[src/hdl/bee_pkg.sv]
// ----------------------------------------------------------------------------
// bee_pkg
// Token, operator and verdict codes, stack sizing and the precedence table
// used by the evaluator; the checker shares the verdict codes.
// ----------------------------------------------------------------------------
package bee_pkg;

  localparam int unsigned STACK_DEPTH = 16;
  localparam int unsigned CNT_W       = $clog2(STACK_DEPTH + 1);
  localparam int unsigned ADDR_W      = $clog2(STACK_DEPTH);

  typedef logic [CNT_W-1:0]  cnt_t;
  typedef logic [ADDR_W-1:0] addr_t;

  typedef enum logic [2:0] {
    TK_OPERAND  = 3'd0,
    TK_NOT      = 3'd1,
    TK_AND      = 3'd2,
    TK_OR       = 3'd3,
    TK_LBRACKET = 3'd4,
    TK_RBRACKET = 3'd5
  } token_kind_e;

  typedef enum logic [2:0] {
    OP_NOT = 3'd0,
    OP_AND = 3'd1,
    OP_OR  = 3'd2,
    OP_LB  = 3'd3,
    OP_RB  = 3'd4,
    OP_END = 3'd5
  } op_e;

  typedef enum logic [1:0] {
    PREC_LT,
    PREC_EQ,
    PREC_GT,
    PREC_ERR
  } prec_e;

  localparam logic [1:0] VERDICT_FALSE = 2'd0;
  localparam logic [1:0] VERDICT_TRUE  = 2'd1;
  localparam logic [1:0] VERDICT_ERROR = 2'd2;

  function automatic op_e tok_to_op(input logic [2:0] kind);
    op_e op;
    case (kind)
      TK_NOT:      op = OP_NOT;
      TK_AND:      op = OP_AND;
      TK_OR:       op = OP_OR;
      TK_LBRACKET: op = OP_LB;
      TK_RBRACKET: op = OP_RB;
      default:     op = OP_END;
    endcase
    return op;
  endfunction

  // rows: operator on top (END when empty), columns: incoming operator
  function automatic prec_e prec_lookup(input op_e top, input op_e nw);
    prec_e p;
    p = PREC_ERR;
    case (top)
      OP_NOT: begin
        case (nw)
          OP_LB:   p = PREC_LT;
          OP_END:  p = PREC_GT;
          default: p = PREC_ERR;
        endcase
      end
      OP_AND: begin
        case (nw)
          OP_NOT, OP_LB: p = PREC_LT;
          OP_AND, OP_OR, OP_RB, OP_END: p = PREC_GT;
          default: p = PREC_ERR;
        endcase
      end
      OP_OR: begin
        case (nw)
          OP_NOT, OP_AND, OP_LB: p = PREC_LT;
          OP_OR, OP_RB, OP_END: p = PREC_GT;
          default: p = PREC_ERR;
        endcase
      end
      OP_LB: begin
        case (nw)
          OP_NOT, OP_AND, OP_OR, OP_LB: p = PREC_LT;
          OP_RB:   p = PREC_EQ;
          default: p = PREC_ERR;
        endcase
      end
      OP_END: begin
        case (nw)
          OP_NOT, OP_AND, OP_OR, OP_LB: p = PREC_LT;
          OP_END:  p = PREC_EQ;
          default: p = PREC_ERR;
        endcase
      end
      default: p = PREC_ERR;
    endcase
    return p;
  endfunction

  function automatic logic is_binary(input op_e op);
    return (op == OP_AND) || (op == OP_OR);
  endfunction

  function automatic logic bool_op(input op_e op, input logic a, input logic b);
    return (op == OP_AND) ? (a & b) : (a | b);
  endfunction

endpackage

[src/hdl/boolean_expression_evaluator.sv]
// ----------------------------------------------------------------------------
// boolean_expression_evaluator
// Takes one token per beat (operand with its match bit, NOT, AND, OR or a
// bracket) and evaluates the expression by operator precedence, NOT over AND
// over OR, on an operator stack and a truth-value stack held in two
// synchronous memories of STACK_DEPTH entries. The token flagged last closes
// the expression and yields one verdict beat: false, true or error (malformed
// expression or stack overflow); the block then clears for the next one. A
// token that pushes or merges into a stack top is taken in S_IDLE and run in
// S_EXEC. Every pop refetches the new operator top and every binary step reads
// the second value, each through the memories' registered read port: a closing
// bracket steps through S_RB_POP, S_RB_NOT and, if binary, S_RB_BIN for each
// operator it pops past the first; the last token steps through S_FIN_TOP,
// S_FIN_BIN and S_FIN_NOT per remaining operator, then S_OUT registers the
// verdict, waiting there while the verdict beat before it is still held.
// ----------------------------------------------------------------------------
module boolean_expression_evaluator (
  input  logic       clk_i,
  input  logic       rst_ni,
  input  logic       in_valid_i,
  output logic       in_stall_o,
  input  logic [2:0] token_kind_i,
  input  logic       operand_match_i,
  input  logic       last_token_i,
  output logic       out_valid_o,
  input  logic       out_stall_i,
  output logic [1:0] verdict_o
);

  localparam bee_pkg::cnt_t CNT_ONE   = bee_pkg::cnt_t'(1);
  localparam bee_pkg::cnt_t CNT_TWO   = bee_pkg::cnt_t'(2);
  localparam bee_pkg::cnt_t CNT_ZERO  = bee_pkg::cnt_t'(0);
  localparam bee_pkg::cnt_t CNT_DEPTH = bee_pkg::cnt_t'(bee_pkg::STACK_DEPTH);

  typedef enum logic [3:0] {
    S_IDLE,
    S_EXEC,
    S_NOT_END,
    S_GT_BIN,
    S_GT_NEXT,
    S_RB_POP,
    S_RB_NOT,
    S_RB_BIN,
    S_FIN_TOP,
    S_FIN_BIN,
    S_FIN_NOT,
    S_OUT
  } state_e;

  state_e             state_q, state_d;
  bee_pkg::cnt_t      opcnt_q, opcnt_d;
  bee_pkg::cnt_t      valcnt_q, valcnt_d;
  logic               prev_q, prev_d;
  logic               err_q, err_d;
  logic               out_valid_q, out_valid_d;
  logic [1:0]         verdict_q, verdict_d;
  bee_pkg::op_e       top_op_q, top_op_d;
  logic               top_val_q, top_val_d;
  bee_pkg::op_e       old_q, old_d;
  logic [2:0]         kind_q;
  logic               match_q;
  logic               last_q;

  // stack memories and their registered read data
  bee_pkg::op_e       op_mem [bee_pkg::STACK_DEPTH];
  logic               val_mem [bee_pkg::STACK_DEPTH];
  bee_pkg::op_e       op_rd_q;
  logic               val_rd_q;
  logic               fill_q;

  logic               op_we, op_re, val_we, val_re;
  bee_pkg::addr_t     op_waddr, op_raddr, val_waddr, val_raddr;
  bee_pkg::op_e       op_wdata;
  logic               val_wdata;

  logic               in_accept;
  bee_pkg::op_e       top_live;
  bee_pkg::op_e       top_eff;
  bee_pkg::op_e       nw;
  logic               not_pending;
  bee_pkg::cnt_t      opcnt_m1, opcnt_m2, valcnt_m1, valcnt_m2;
  state_e             done_state;

  assign in_stall_o  = (state_q != S_IDLE);
  assign in_accept   = in_valid_i && !in_stall_o;
  assign out_valid_o = out_valid_q;
  assign verdict_o   = verdict_q;

  // after a pop the new top is taken from the read register until top_op_q holds it
  assign top_live    = fill_q ? op_rd_q : top_op_q;
  assign top_eff     = (opcnt_q == CNT_ZERO) ? bee_pkg::OP_END : top_live;
  assign nw          = bee_pkg::tok_to_op(kind_q);
  assign not_pending = (opcnt_q != CNT_ZERO) && (top_live == bee_pkg::OP_NOT);
  assign opcnt_m1    = opcnt_q - CNT_ONE;
  assign opcnt_m2    = opcnt_q - CNT_TWO;
  assign valcnt_m1   = valcnt_q - CNT_ONE;
  assign valcnt_m2   = valcnt_q - CNT_TWO;
  assign done_state  = last_q ? S_FIN_TOP : S_IDLE;

  always_comb begin
    logic bin_r;
    logic flip_v;

    bin_r       = 1'b0;
    flip_v      = 1'b0;
    state_d     = state_q;
    opcnt_d     = opcnt_q;
    valcnt_d    = valcnt_q;
    prev_d      = prev_q;
    err_d       = err_q;
    top_op_d    = top_live;
    top_val_d   = top_val_q;
    old_d       = old_q;
    verdict_d   = verdict_q;
    out_valid_d = out_valid_q && out_stall_i;

    op_we       = 1'b0;
    op_waddr    = opcnt_q[bee_pkg::ADDR_W-1:0];
    op_wdata    = nw;
    op_re       = 1'b0;
    op_raddr    = opcnt_m2[bee_pkg::ADDR_W-1:0];
    val_we      = 1'b0;
    val_waddr   = valcnt_m1[bee_pkg::ADDR_W-1:0];
    val_wdata   = ~top_val_q;
    val_re      = 1'b0;
    val_raddr   = valcnt_m2[bee_pkg::ADDR_W-1:0];

    case (state_q)
      S_IDLE: begin
        if (in_accept) begin
          state_d = S_EXEC;
        end
      end

      S_EXEC: begin
        state_d = done_state;
        if (!err_q) begin
          case (kind_q)
            bee_pkg::TK_OPERAND: begin
              if (prev_q) begin
                err_d = 1'b1;
              end else begin
                prev_d = 1'b1;
                if (valcnt_q == CNT_DEPTH) begin
                  err_d = 1'b1;
                end else begin
                  // push the value with a pending NOT already folded in
                  val_we    = 1'b1;
                  val_waddr = valcnt_q[bee_pkg::ADDR_W-1:0];
                  val_wdata = match_q ^ not_pending;
                  top_val_d = match_q ^ not_pending;
                  valcnt_d  = valcnt_q + CNT_ONE;
                  if (not_pending) begin
                    opcnt_d = opcnt_m1;
                    op_re   = 1'b1;
                  end
                end
              end
            end
            bee_pkg::TK_NOT, bee_pkg::TK_AND, bee_pkg::TK_OR,
            bee_pkg::TK_LBRACKET, bee_pkg::TK_RBRACKET: begin
              prev_d = 1'b0;
              case (bee_pkg::prec_lookup(top_eff, nw))
                bee_pkg::PREC_LT: begin
                  if (opcnt_q == CNT_DEPTH) begin
                    err_d = 1'b1;
                  end else begin
                    op_we    = 1'b1;
                    top_op_d = nw;
                    opcnt_d  = opcnt_q + CNT_ONE;
                  end
                end
                bee_pkg::PREC_EQ: begin
                  opcnt_d = opcnt_m1;
                  op_re   = 1'b1;
                  state_d = S_NOT_END;
                end
                bee_pkg::PREC_GT: begin
                  old_d   = top_live;
                  opcnt_d = opcnt_m1;
                  op_re   = 1'b1;
                  val_re  = 1'b1;
                  state_d = S_GT_BIN;
                end
                default: begin
                  err_d = 1'b1;
                end
              endcase
            end
            default: begin
              err_d = 1'b1;
            end
          endcase
        end
      end

      S_NOT_END: begin
        if (not_pending && (valcnt_q != CNT_ZERO)) begin
          val_we    = 1'b1;
          top_val_d = ~top_val_q;
          opcnt_d   = opcnt_m1;
          op_re     = 1'b1;
        end
        state_d = done_state;
      end

      S_GT_BIN: begin
        if (valcnt_q < CNT_TWO) begin
          err_d   = 1'b1;
          state_d = done_state;
        end else begin
          bin_r     = bee_pkg::bool_op(old_q, top_val_q, val_rd_q);
          flip_v    = bin_r ^ not_pending;
          val_we    = 1'b1;
          val_waddr = valcnt_m2[bee_pkg::ADDR_W-1:0];
          val_wdata = flip_v;
          top_val_d = flip_v;
          valcnt_d  = valcnt_m1;
          if (not_pending) begin
            opcnt_d = opcnt_m1;
            op_re   = 1'b1;
          end
          state_d = S_GT_NEXT;
        end
      end

      S_GT_NEXT: begin
        if (nw == bee_pkg::OP_RB) begin
          state_d = S_RB_POP;
        end else begin
          state_d = done_state;
          if (opcnt_q == CNT_DEPTH) begin
            err_d = 1'b1;
          end else begin
            op_we    = 1'b1;
            top_op_d = nw;
            opcnt_d  = opcnt_q + CNT_ONE;
          end
        end
      end

      S_RB_POP: begin
        if (opcnt_q == CNT_ZERO) begin
          err_d   = 1'b1;
          state_d = done_state;
        end else begin
          old_d   = top_live;
          opcnt_d = opcnt_m1;
          op_re   = 1'b1;
          state_d = S_RB_NOT;
        end
      end

      S_RB_NOT: begin
        if (not_pending && (valcnt_q != CNT_ZERO)) begin
          val_we    = 1'b1;
          top_val_d = ~top_val_q;
          opcnt_d   = opcnt_m1;
          op_re     = 1'b1;
        end
        if (old_q == bee_pkg::OP_LB) begin
          state_d = done_state;
        end else if ((valcnt_q < CNT_TWO) || !bee_pkg::is_binary(old_q)) begin
          err_d   = 1'b1;
          state_d = done_state;
        end else begin
          // second value sits below the top just flipped: no address clash
          val_re  = 1'b1;
          state_d = S_RB_BIN;
        end
      end

      S_RB_BIN: begin
        bin_r     = bee_pkg::bool_op(old_q, top_val_q, val_rd_q);
        val_we    = 1'b1;
        val_waddr = valcnt_m2[bee_pkg::ADDR_W-1:0];
        val_wdata = bin_r;
        top_val_d = bin_r;
        valcnt_d  = valcnt_m1;
        state_d   = S_RB_POP;
      end

      S_FIN_TOP: begin
        if (err_q || (opcnt_q == CNT_ZERO)) begin
          state_d = S_OUT;
        end else if ((bee_pkg::prec_lookup(top_live, bee_pkg::OP_END) != bee_pkg::PREC_GT) ||
                     !bee_pkg::is_binary(top_live) || (valcnt_q < CNT_TWO)) begin
          err_d   = 1'b1;
          state_d = S_OUT;
        end else begin
          old_d   = top_live;
          val_re  = 1'b1;
          state_d = S_FIN_BIN;
        end
      end

      S_FIN_BIN: begin
        bin_r     = bee_pkg::bool_op(old_q, top_val_q, val_rd_q);
        val_we    = 1'b1;
        val_waddr = valcnt_m2[bee_pkg::ADDR_W-1:0];
        val_wdata = bin_r;
        top_val_d = bin_r;
        valcnt_d  = valcnt_m1;
        opcnt_d   = opcnt_m1;
        op_re     = 1'b1;
        state_d   = S_FIN_NOT;
      end

      S_FIN_NOT: begin
        if (not_pending && (valcnt_q != CNT_ZERO)) begin
          val_we    = 1'b1;
          top_val_d = ~top_val_q;
          opcnt_d   = opcnt_m1;
          op_re     = 1'b1;
        end
        state_d = S_FIN_TOP;
      end

      S_OUT: begin
        // hold until the verdict slot is free or drains this cycle
        if (!out_valid_q || !out_stall_i) begin
          out_valid_d = 1'b1;
          if (err_q || (opcnt_q != CNT_ZERO) || (valcnt_q != CNT_ONE)) begin
            verdict_d = bee_pkg::VERDICT_ERROR;
          end else begin
            verdict_d = top_val_q ? bee_pkg::VERDICT_TRUE : bee_pkg::VERDICT_FALSE;
          end
          opcnt_d  = CNT_ZERO;
          valcnt_d = CNT_ZERO;
          prev_d   = 1'b0;
          err_d    = 1'b0;
          state_d  = S_IDLE;
        end
      end

      default: begin
        state_d = S_IDLE;
      end
    endcase
  end

  always_ff @(posedge clk_i or negedge rst_ni) begin
    if (!rst_ni) begin
      state_q     <= S_IDLE;
      opcnt_q     <= CNT_ZERO;
      valcnt_q    <= CNT_ZERO;
      prev_q      <= 1'b0;
      err_q       <= 1'b0;
      out_valid_q <= 1'b0;
      fill_q      <= 1'b0;
    end else begin
      state_q     <= state_d;
      opcnt_q     <= opcnt_d;
      valcnt_q    <= valcnt_d;
      prev_q      <= prev_d;
      err_q       <= err_d;
      out_valid_q <= out_valid_d;
      fill_q      <= op_re;
    end
  end

  always_ff @(posedge clk_i) begin
    top_op_q  <= top_op_d;
    top_val_q <= top_val_d;
    old_q     <= old_d;
    verdict_q <= verdict_d;
    if (in_accept) begin
      kind_q  <= token_kind_i;
      match_q <= operand_match_i;
      last_q  <= last_token_i;
    end
  end

  always_ff @(posedge clk_i) begin
    if (op_we) begin
      op_mem[op_waddr] <= op_wdata;
    end
    if (op_re) begin
      op_rd_q <= op_mem[op_raddr];
    end
  end

  always_ff @(posedge clk_i) begin
    if (val_we) begin
      val_mem[val_waddr] <= val_wdata;
    end
    if (val_re) begin
      val_rd_q <= val_mem[val_raddr];
    end
  end

endmodule

[config.mk]
export PLATFORM = sky130hd
export DESIGN_NAME = boolean_expression_evaluator
export DESIGN_NICKNAME = d
export VERILOG_FILES = /design/src/hdl/bee_pkg.sv /design/src/hdl/boolean_expression_evaluator.sv
export SDC_FILE = /design/constraint.sdc
export NUM_CORES = 1
export LEC_CHECK = 0
export BUFFER_PORTS_ARGS = -buffer_cell sky130_fd_sc_hd__buf_2
export CAP_MARGIN = 5
export CORE_UTILIZATION = 23
export CTS_CLUSTER_SIZE = 24
export DETAILED_ROUTE_END_ITERATION = 8
export PLACE_DENSITY = 0.34
export SETUP_SLACK_MARGIN = 0.3
export SYNTH_ARGS = -nofsm -noshare
export SYNTH_HDL_FRONTEND = slang
export SYNTH_SLANG_ARGS = --single-unit
[constraint.sdc]
create_clock -name clk_i -period 4.8 [get_ports clk_i]
set_input_delay 0.72 -clock clk_i [delete_from_list [all_inputs] [get_ports clk_i]]
set_output_delay 0.72 -clock clk_i [all_outputs]
set_load 0.01 [all_outputs]
[After elaboration in Yosys (flattened, before gate mapping)]
Memory sizes are Yosys's and may differ from the RTL's. A register that Yosys moved wholly into a read port is not among the register bits.
Cells that the tools add are included.
Word-level totals
  RAM bits: 64
  memories: 2
  logic and storage cells: 278
  bits of input ports: 9
  output and inout bits: 4
  bits in registers: 32
Operators by class
  add/sub/neg operators: 6
  equal/unequal tests: 61
  muxes and demuxes: 137
  $lt $le $gt $ge: 1
  bitwise gates (word level): 5
  reductions and logical operators: 52
Memory list
  op_mem: words 16, width 3, read ports 1, clocked after memory_dff 1, wr ports 1, line boolean_expression_evaluator.sv:65  | bee_pkg::op_e op_mem [bee_pkg::STACK_DEPTH];
  val_mem: words 16, width 1, read ports 1, clocked after memory_dff 1, wr ports 1, line boolean_expression_evaluator.sv:66  | logic val_mem [bee_pkg::STACK_DEPTH];
Operators by type and width (number)
  $mux W5: 15
  $mux W4: 15
  $mux W1: 58
  $pmux W4 S12: 1
  $mux W3: 13
  $ne A2 B2 Y1 const B: 18
  $pmux W5 S7: 1
  $eq A3 B2 Y1 const B: 9
  $pmux W2 S2: 6
  $reduce_and A7 Y1: 3
  $pmux W5 S2: 2
  $pmux W5 S4: 1
  $eq A3 B3 Y1 const B: 6
  $eq A4 B3 Y1 const B: 4
  $eq A4 B4 Y1 const B: 4
  $eq A3 B1 Y1 const B: 5
  $pmux W3 S5: 1
  $mux W2: 7
  $reduce_bool A7 Y1: 2
  $logic_not A3 Y1: 4
  $pmux W1 S2: 6
  $pmux W4 S3: 1
  $reduce_bool A4 Y1: 3
  $reduce_or A3 Y1: 4
  other kinds (42): 73

[Logic depth before layout (Yosys ltp)]
Gate-level depths: netlist (run 1).
  word-level depth: 16
  mapped depth: 18
  gate-level depth less buffers: 14

[Worst setup path after synthesis (run 1)]
Ideal clock, no wire load.
  path kind: register to register
  start: register opcnt_q[0]
  end: register op_rd_q[0], read port of op_mem, enable pin
  path slack: 930 ps
  path buffers: 5
  setup time: 267 ps
  cell stages (with the launch flop): 18
  period minus slack after synthesis: 3870 ps
  arrival time: 3603 ps
  required time: 4533 ps
  cell sequence: dfrtp_1 > buf_2 > buf_1 > inv_1 > ha_1 > clkbuf_1 > or4b_1 > buf_2 > nand3_1 > a21oi_1 > a311oi_1 > a211o_1 > o21a_1 > ha_1 > clkbuf_1 > o22ai_1 > a221oi_1 > nand2_1
Between the ends
  longest elaborated chain between the ends: 13
  elaborated cells on any way between the ends: 28
  classes of those cells: 1 x add/sub; 6 x eq/ne; 15 x mux; 6 x reduce/logical
RTL lines
  from (decl): line boolean_expression_evaluator.sv:51  | bee_pkg::cnt_t opcnt_q, opcnt_d;
  from (signal assigned): line boolean_expression_evaluator.sv:353  | opcnt_q <= opcnt_d;
  $logic_not A5 Y1: line boolean_expression_evaluator.sv:91, boolean_expression_evaluator.sv:243
  $mux W3: line boolean_expression_evaluator.sv:91  | assign top_eff = (opcnt_q == CNT_ZERO) ? bee_pkg::OP_END : top_live;
  $eq A3 B3 Y1, or another cell as far along: line bee_pkg.sv:61  | case (top)
  $pmux W2 S5: line bee_pkg.sv:61
  $mux W2: line boolean_expression_evaluator.sv:138  | case (kind_q)
  $mux W2: line boolean_expression_evaluator.sv:137  | if (!err_q) begin
  $mux W2: line boolean_expression_evaluator.sv:128  | case (state_q)
  $eq A2 B2 Y1 / $eq A2 B1 Y1 (equally long branches): line boolean_expression_evaluator.sv:163  | case (bee_pkg::prec_lookup(top_eff, nw))
  $reduce_or A2 Y1 (no line)
  $mux W1: line boolean_expression_evaluator.sv:163
  $pmux W1 S2: line boolean_expression_evaluator.sv:138
  $mux W1: line boolean_expression_evaluator.sv:137
  $pmux W1 S5 (*): line boolean_expression_evaluator.sv:128
  named net op_re: line boolean_expression_evaluator.sv:71  | logic op_we, op_re, val_we, val_re;
  to (decl): line boolean_expression_evaluator.sv:67  | bee_pkg::op_e op_rd_q;
The timed path passes the listed nets; every way through them passes the cells marked *. The select of a mux whose other input is x is not followed.
A chain may end at the register's enable or synchronous reset.

[Worst setup path after layout (run 1)]
  start: register opcnt_q[1]
  end: register op_rd_q[1], read port of op_mem, enable pin
Same word-level chain as after synthesis.

==> results of run 1 <==
## how the worst max path moves through the flow
| stage | slack [ns] | end |
|---|---|---|
| after floorplan | 0.93 | op_rd_q[0] |
| after global placement | 1.13 | op_rd_q[2] |
| after detailed placement | 1.06 | op_rd_q[1] |
| after CTS | 1.04 | op_rd_q[1] |
| after global routing | 0.69 | opcnt_q[4] |
| final | 1.07 | op_rd_q[1] |
## critical path, delay by kind of cell, from the launching register on
kind            cells  cell delay, ns
flops               1            0.38
fa+ha+maj           2            0.83
compound gates      6            1.09
buf+inv             1            0.17
simple gates        3            1.00
## placed cells by master, fill, tap and decap left out, types with 6 or more instances in the layout
cell | netlist | layout
nor3_1 | 14 | 14
nor4_1 | 7 | 7
mux4_2 | 20 | 20
ha_1 | 18 | 18
clkbuf_16 | 0 | 9
a221oi_1 | 8 | 8
mux2i_1 | 8 | 8
dfrtp_1 | 18 | 18
a31oi_1 | 7 | 7
nand2b_1 | 7 | 7
o21bai_1 | 6 | 6
inv_1 | 20 | 20
a21oi_1 | 29 | 29
xnor2_1 | 9 | 9
buf_2 | 7 | 12
o21ai_0 | 26 | 24
edfxtp_1 | 79 | 79
buf_4 | 1 | 14
nor2b_1 | 8 | 8
o211ai_1 | 7 | 7
and2_1 | 11 | 11
nor2_1 | 37 | 37
and3_1 | 17 | 17
nand2_1 | 32 | 32
nand3_1 | 18 | 18
o22ai_1 | 6 | 6
## metrics by stage
step / instances / utilization [%] / cell area, um^2
floorplan: 550 / - / 6108
global placement: 878 / 25.10 / 6541
detailed placement: 878 / 25.10 / 6541
CTS: 894 / 26.29 / 6850
global route: 894 / 26.29 / 6850
finish: 894 / 26.29 / 6850
## power by group through the flow
stage | Clock [uW] | Sequential [uW] | Combinational [uW]
floorplan | 0 | 1270 | 1930
global placement | 0 | 1440 | 2510
detailed placement | 0 | 1430 | 2510
CTS | 805 | 1420 | 2520
global route | 826 | 1440 | 2780
finish | 773 | 1410 | 2510
## cell families (layout without fill, tap and decap cells)
group | count (synthesis) | in the layout | synth area share (%)
multiplexers | 32 | 32 | 9.607
adder cells (fa/ha/maj) | 19 | 19 | 3.851
flip-flops | 100 | 100 | 47.19
XOR/XNOR | 11 | 11 | 1.577
buffers and inverters | 53 | 62 | 3.707
AND/OR/NAND/NOR | 192 | 192 | 17.80
AO/OA/AOI/OAI | 143 | 143 | 16.26
## layout make-up
| type | instances | area (um^2) | share of cell area (%) |
|---|---|---|---|
| clock inverters | 7 | 83.83 | 1.224 |
| flip-flops and latches | 100 | 2883 | 42.08 |
| multi-input cells | 397 | 2999 | 43.78 |
| inverters | 20 | 75.07 | 1.096 |
| well taps | 335 | 419.2 | 6.119 |
| repair buffers | 26 | 165.2 | 2.411 |
| clock buffers | 9 | 225.2 | 3.288 |
## per-layer routing
metal	part of all wire, %	GRT usage [%]	wire (um)
met3	4.4	2.511	804
met4	1.7	3.795	311
met5	0	0	0
met1	47	19.40	8540
met2	47	22.48	8549
## sequential cells by signal, summed over array words and instances (netlist names)
signal       flops
out_valid_o      1
val_rd_q         1
op_mem          48
kind_q           3
state_q          4
fill_q           1
opcnt_q          5
verdict_o        2
prev_q           1
last_q           1
valcnt_q         5
top_op_q         3
op_rd_q          3
val_mem         16
err_q            1
match_q          1
old_q            3
top_val_q        1
==> results.cfg, run 1 <==
[outcome]
outcome = finished, final reports clean

[logic_synthesis]
synth_cells = 550
synth_top_cell_by_area = edfxtp_1
ys.warnings.count = 0
ys.flop_type = edfxtp_1
synthTopCellsByArea = edfxtp_1 (39%), dfrtp_1 (7.4%), mux4_2 (7.4%)
synth_enable_flop_cells = 79
yosysSeqAreaShare_pct = 47.19
synth_nets = 577
synth_common_cells = edfxtp_1 (79), nor2_1 (37), nand2_1 (32), a21oi_1 (29), o21ai_0 (26)
synth_top_area_share_pct = 38.84
yosysMostFrequentCell = edfxtp_1
ys_async_sr_fraction_pct = 18.00
synth_area_um2 = 6108
ys_ff_latch = 100
syn_area_per_cell_um2 = 11.11
synthDistinctLibCells = 79

[sta]
final.setup.worst_slack_ns = 1.069
relSlewSlack_pct = 33.73
final.setup.tns_ns = 0
setup_viol_count_final = 0
hold_viol = 0
final.min_clock_period_ns = 3.731
slew_violations = 0
worst_slew_pin_slew_ns = 0.9874
fmax_mhz = 268.0
rsz0062_at_grt = false
fin_crit_sh_pct = 77.74
finClkSkew_ns = 0.01332
holdWs_ns = 0.3401

[cells_and_area]
drive_above_1_share_pct = 15.03
antennaDiodeCount = 0
nets = 581
synthToLayoutAreaGrowth_pct = 12.15
fillCellCount = 2730

[worst_setup_path]
reg2reg_from = opcnt_q[1]
path_cells = inv_1 -> ha_1 -> or4b_1 -> nand3_1 -> a21oi_1 -> a311oi_1 -> a211o_1 -> o21a_1 -> ha_1 -> o22ai_1 -> a221oi_1 -> nand2_1
crit_slowest_cell = or4b_1
cp.arrival_ns = 3.81
required_ns = 4.88
cpMostUsedCell = ha_1
worst_r2r_endpoint = op_rd_q[1]
critPathMaxFanout = 13
crit_start = opcnt_q[1]
critical_path_class = reg -> reg
rrSetupSlack_ns = 1.07
worstSetupStartpointType = register
r2r_cells = 12
max_stage_delay_ns = 0.67
end_kind = register

[pwr]
seq_power_share_pct = 30.1
p_sw_uw = 2164
power_density_nw_per_um2 = 685.0
p_int_uw = 2528
power_frac_clock_pct = 16.5
vdd_drop_max_v = 0.0002509
power.leakage_uw = 0.002405
p_total_uw = 4692
pwr-share-comb_pct = 53.4
switching_share_pct = 46.12

[placement]
pre_cts_slack_ns = 1.062
dp_hpwl_um = 13390
port_buffers = 12
gp_congestion = 0.8278

[clock_tree]
clockRootBuffer = clkbuf_16
cts_resized = 0
clock_sinks = 100
cts_tree = done
postCtsSetupBuffers = 0
clk_pin_slew_ns = 0.09
ctsHoldBuffers = 0
clock_path_buffers = 2
insertion_delay_ns = 0.36
cts_inserted_buffers = 9
cts-htree-levels = 3

[global_route]
grt_pass1_vias = 4492
antenna_found_initial = 0
grt_pass1_wl_um = 28140
grt_max_degree = 29
grt_use_total_pct = 14.07
grt_overflow_total = 0

[routing]
ant_nets = 0
vias_per_cell = 5.106
route.detailed.drc = 0
drt_pass1_iterations = 6
vias = 4565
routedWlPerCell_um = 20.36
drt_iter0_drc = 308
drt-total-wl_um = 18210

[job]
maxCapViolCount = 0

[die]
io_pins = 13
core_um2 = 26060
die_h_um = 165.0
start_util_pct = 23.44
placementRows = 59
dieWidth_um = 165.0
dieArea_um2 = 27210

[worst_hold_path]
min_path_type = in -> async
Power figures use the tool's default switching activity.
==> run 2: changes to the inputs <==
--- a/config.mk
+++ b/config.mk
@@ -5,6 +5,7 @@
 export SDC_FILE = /design/constraint.sdc
 export NUM_CORES = 1
 export LEC_CHECK = 0
+export ABC_AREA = 1
 export BUFFER_PORTS_ARGS = -buffer_cell sky130_fd_sc_hd__buf_2
 export CAP_MARGIN = 5
 export CORE_UTILIZATION = 23
==> constraint.sdc (replaced) <==
create_clock -name clk_i -period 3.55 [get_ports clk_i]
set_input_delay 0.5325 -clock clk_i [delete_from_list [all_inputs] [get_ports clk_i]]
set_output_delay 0.5325 -clock clk_i [all_outputs]
set_load 0.01 [all_outputs]
==> results.cfg, run 2 <==
[outcome]
outcome = finished, final reports clean

[die]
core_um2 = 25980
io_pins = 13
start_util_pct = 23.36
die_h_um = 164.5
placementRows = 59
dieWidth_um = 164.5
dieArea_um2 = 27050

[logic_synthesis]
synth_cells = 732
synth_area_um2 = 6071
synth_top_family_by_area = simple AND/OR/NAND/NOR gates
muxShareOfSynthArea_pct = 0
syn_area_per_cell_um2 = 8.293
synth_compound_area_share_pct = 10.39
ys_async_sr_fraction_pct = 18.00
synthDistinctLibCells = 38
yosysMostFrequentCell = nand2_1
ys.warnings.count = 0
yosysSeqAreaShare_pct = 47.49
synth_xor_xnor_area_share_pct = 2.453
synth_common_cells = nand2_1 (167), nor2_1 (120), edfxtp_1 (79), inv_1 (68), o21ai_0 (57)
synth-simple-area-share_pct = 29.80
ys.flop_type = edfxtp_1
synth_enable_flop_cells = 79
synth_fa_ha_area_share_pct = 3.710
ys_ff_latch = 100
synthTopCellsByArea = edfxtp_1 (39%), nand2_1 (10%), dfrtp_1 (7.4%)
synth_nets = 759
synth_top_cell_by_area = edfxtp_1
synth_top_area_share_pct = 39.08

[sta]
final.setup.tns_ns = 0
slew_violations = 0
fin_crit_sh_pct = 83.80
holdWs_ns = 0.1309
relSlewSlack_pct = 33.90
hold_viol = 0
rsz0062_at_grt = true
worst_slew_pin_slew_ns = 0.9915
setup_viol_count_final = 0
fmax_mhz = 336.2
finClkSkew_ns = 0.01132
final.setup.worst_slack_ns = 0.5752
final.min_clock_period_ns = 2.975

[job]
maxCapViolCount = 0

[global_route]
grt_pass1_vias = 4855
grt_max_degree = 31
grt_overflow_total = 0
grt_pass1_wl_um = 28230
antenna_found_initial = 0
grt_use_total_pct = 13.94

[worst_setup_path]
end_kind = register
critPathMaxFanout = 8
r2r_cells = 15
required_ns = 3.60
rrSetupSlack_ns = 0.58
critical_path_class = reg -> reg
cp.arrival_ns = 3.02
worstSetupStartpointType = register

[clock_tree]
cts_inserted_buffers = 9
cts-htree-levels = 3
cts_tree = done
postCtsSetupBuffers = 0
clk_pin_slew_ns = 0.08
clock_sinks = 100
insertion_delay_ns = 0.36
clockRootBuffer = clkbuf_16
clock_path_buffers = 2

[cells_and_area]
regMostFlops = op_mem
layout_common_cells = nand2_1 (167), nor2_1 (115), edfxtp_1 (79)
synthToLayoutAreaGrowth_pct = 13.38
antennaDiodeCount = 0
drive_above_1_share_pct = 14.04
final_common_cell = nand2_1
postLayoutCoreUtil_pct = 26.49
finalNonFillerCells = 1090
largest_register_ffs = 48
nets = 777
largestRegisters = op_mem (48), val_mem (16)

[routing]
drt_pass1_iterations = 5
routedWlPerCell_um = 16.35
vias_per_cell = 4.484
route.detailed.drc = 0
drt_iter0_drc = 301
drt-total-wl_um = 17830
vias = 4888
ant_nets = 0

[pwr]
power_density_nw_per_um2 = 1007
power.leakage_uw = 0.002831
vdd_drop_max_v = 0.0002357

[placement]
dp_hpwl_um = 13510
gp_congestion = 0.8638
dp_cells = 1074
port_buffers = 12
pre_cts_slack_ns = 0.4150

[worst_hold_path]
min_path_type = in -> async
run 2: cell types whose count changed in the layout (fill, tap and decap cells not counted), moves of 12 or more:
cell / change
inv_1: +48
nor2_1: +78
o21ai_0: +33
nand2_1: +135
and3_1: -17
nand3_1: +29
a21oi_1: -21
mux4_2: -20
nor3_1: -13
nor2_2: +12
nand2_2: +18
run 2: cell type report:
cell class,count,area [um^2]
Clock buffer,9,225.2
Clock inverter,7,72.57
Fill cell,2786,19100
Inverter,80,305.3
Multi-Input combinational cell,538,2850
Sequential cell,100,2883
Tap cell,335,419.2
Timing Repair Buffer,21,127.6
run 2: critical path: stages, from the launching register on:
cell and delay (ns):
dfrtp_1 0.48, nor2_2 0.22, nand3_2 0.20, nand2_1 0.21, inv_1 0.09, nor2_1 0.17, nand2_1 0.09, nand2_1 0.08
nor2_1 0.05, nand2_1 0.10, ha_1 0.32, nor2_4 0.19, inv_1 0.10, o21ai_0 0.08, nand3_1 0.09, nand4_1 0.18
run 2: what timing repair did:
action | in CTS | in global routing
resized for setup | 0 | 9
hold buffers | 0 | 0
endpoints found under the setup margin | 0 | 27
run 2: cell families after synthesis:
logic type	Yosys count
simple gates	395
compound gates	108
flops	100
buf+inv	94
fa+ha+maj	18
xor+xnor	17
run 2: path summary, 6_finish.rpt:
path / endpoint / startpoint
min in group clk_i: last_q / last_token_i
max: op_rd_q[2] / opcnt_q[2]
max in group asynchronous: fill_q / rst_ni
min reg2reg: state_q[3] / last_q
max reg2reg: op_rd_q[2] / opcnt_q[2]
min: state_q[2] / rst_ni
run 2: through the flow:
step                      power (uW)  area [um^2]
after floorplan                 4746         6071
after global placement          5955         6553
after detailed placement        5921         6553
after CTS                       6967         6850
after global routing            7582         6883
final                           6928         6883
run 2: routing by layer:
layer | GRT usage, % | up-vias | share of wire, %
met3 | 1.959 | 11 | 3.3
li1 | - | 2477 | -
met1 | 20.12 | 2307 | 51
met4 | 3.169 | 0 | 0.94
met5 | 0 | - | 0
met2 | 21.88 | 93 | 45
run 2: power breakdown:
group	switching [uW]	internal [uW]	total, uW
combinational	2870	1260	4120
sequential	182	1610	1790
clock	509	502	1010
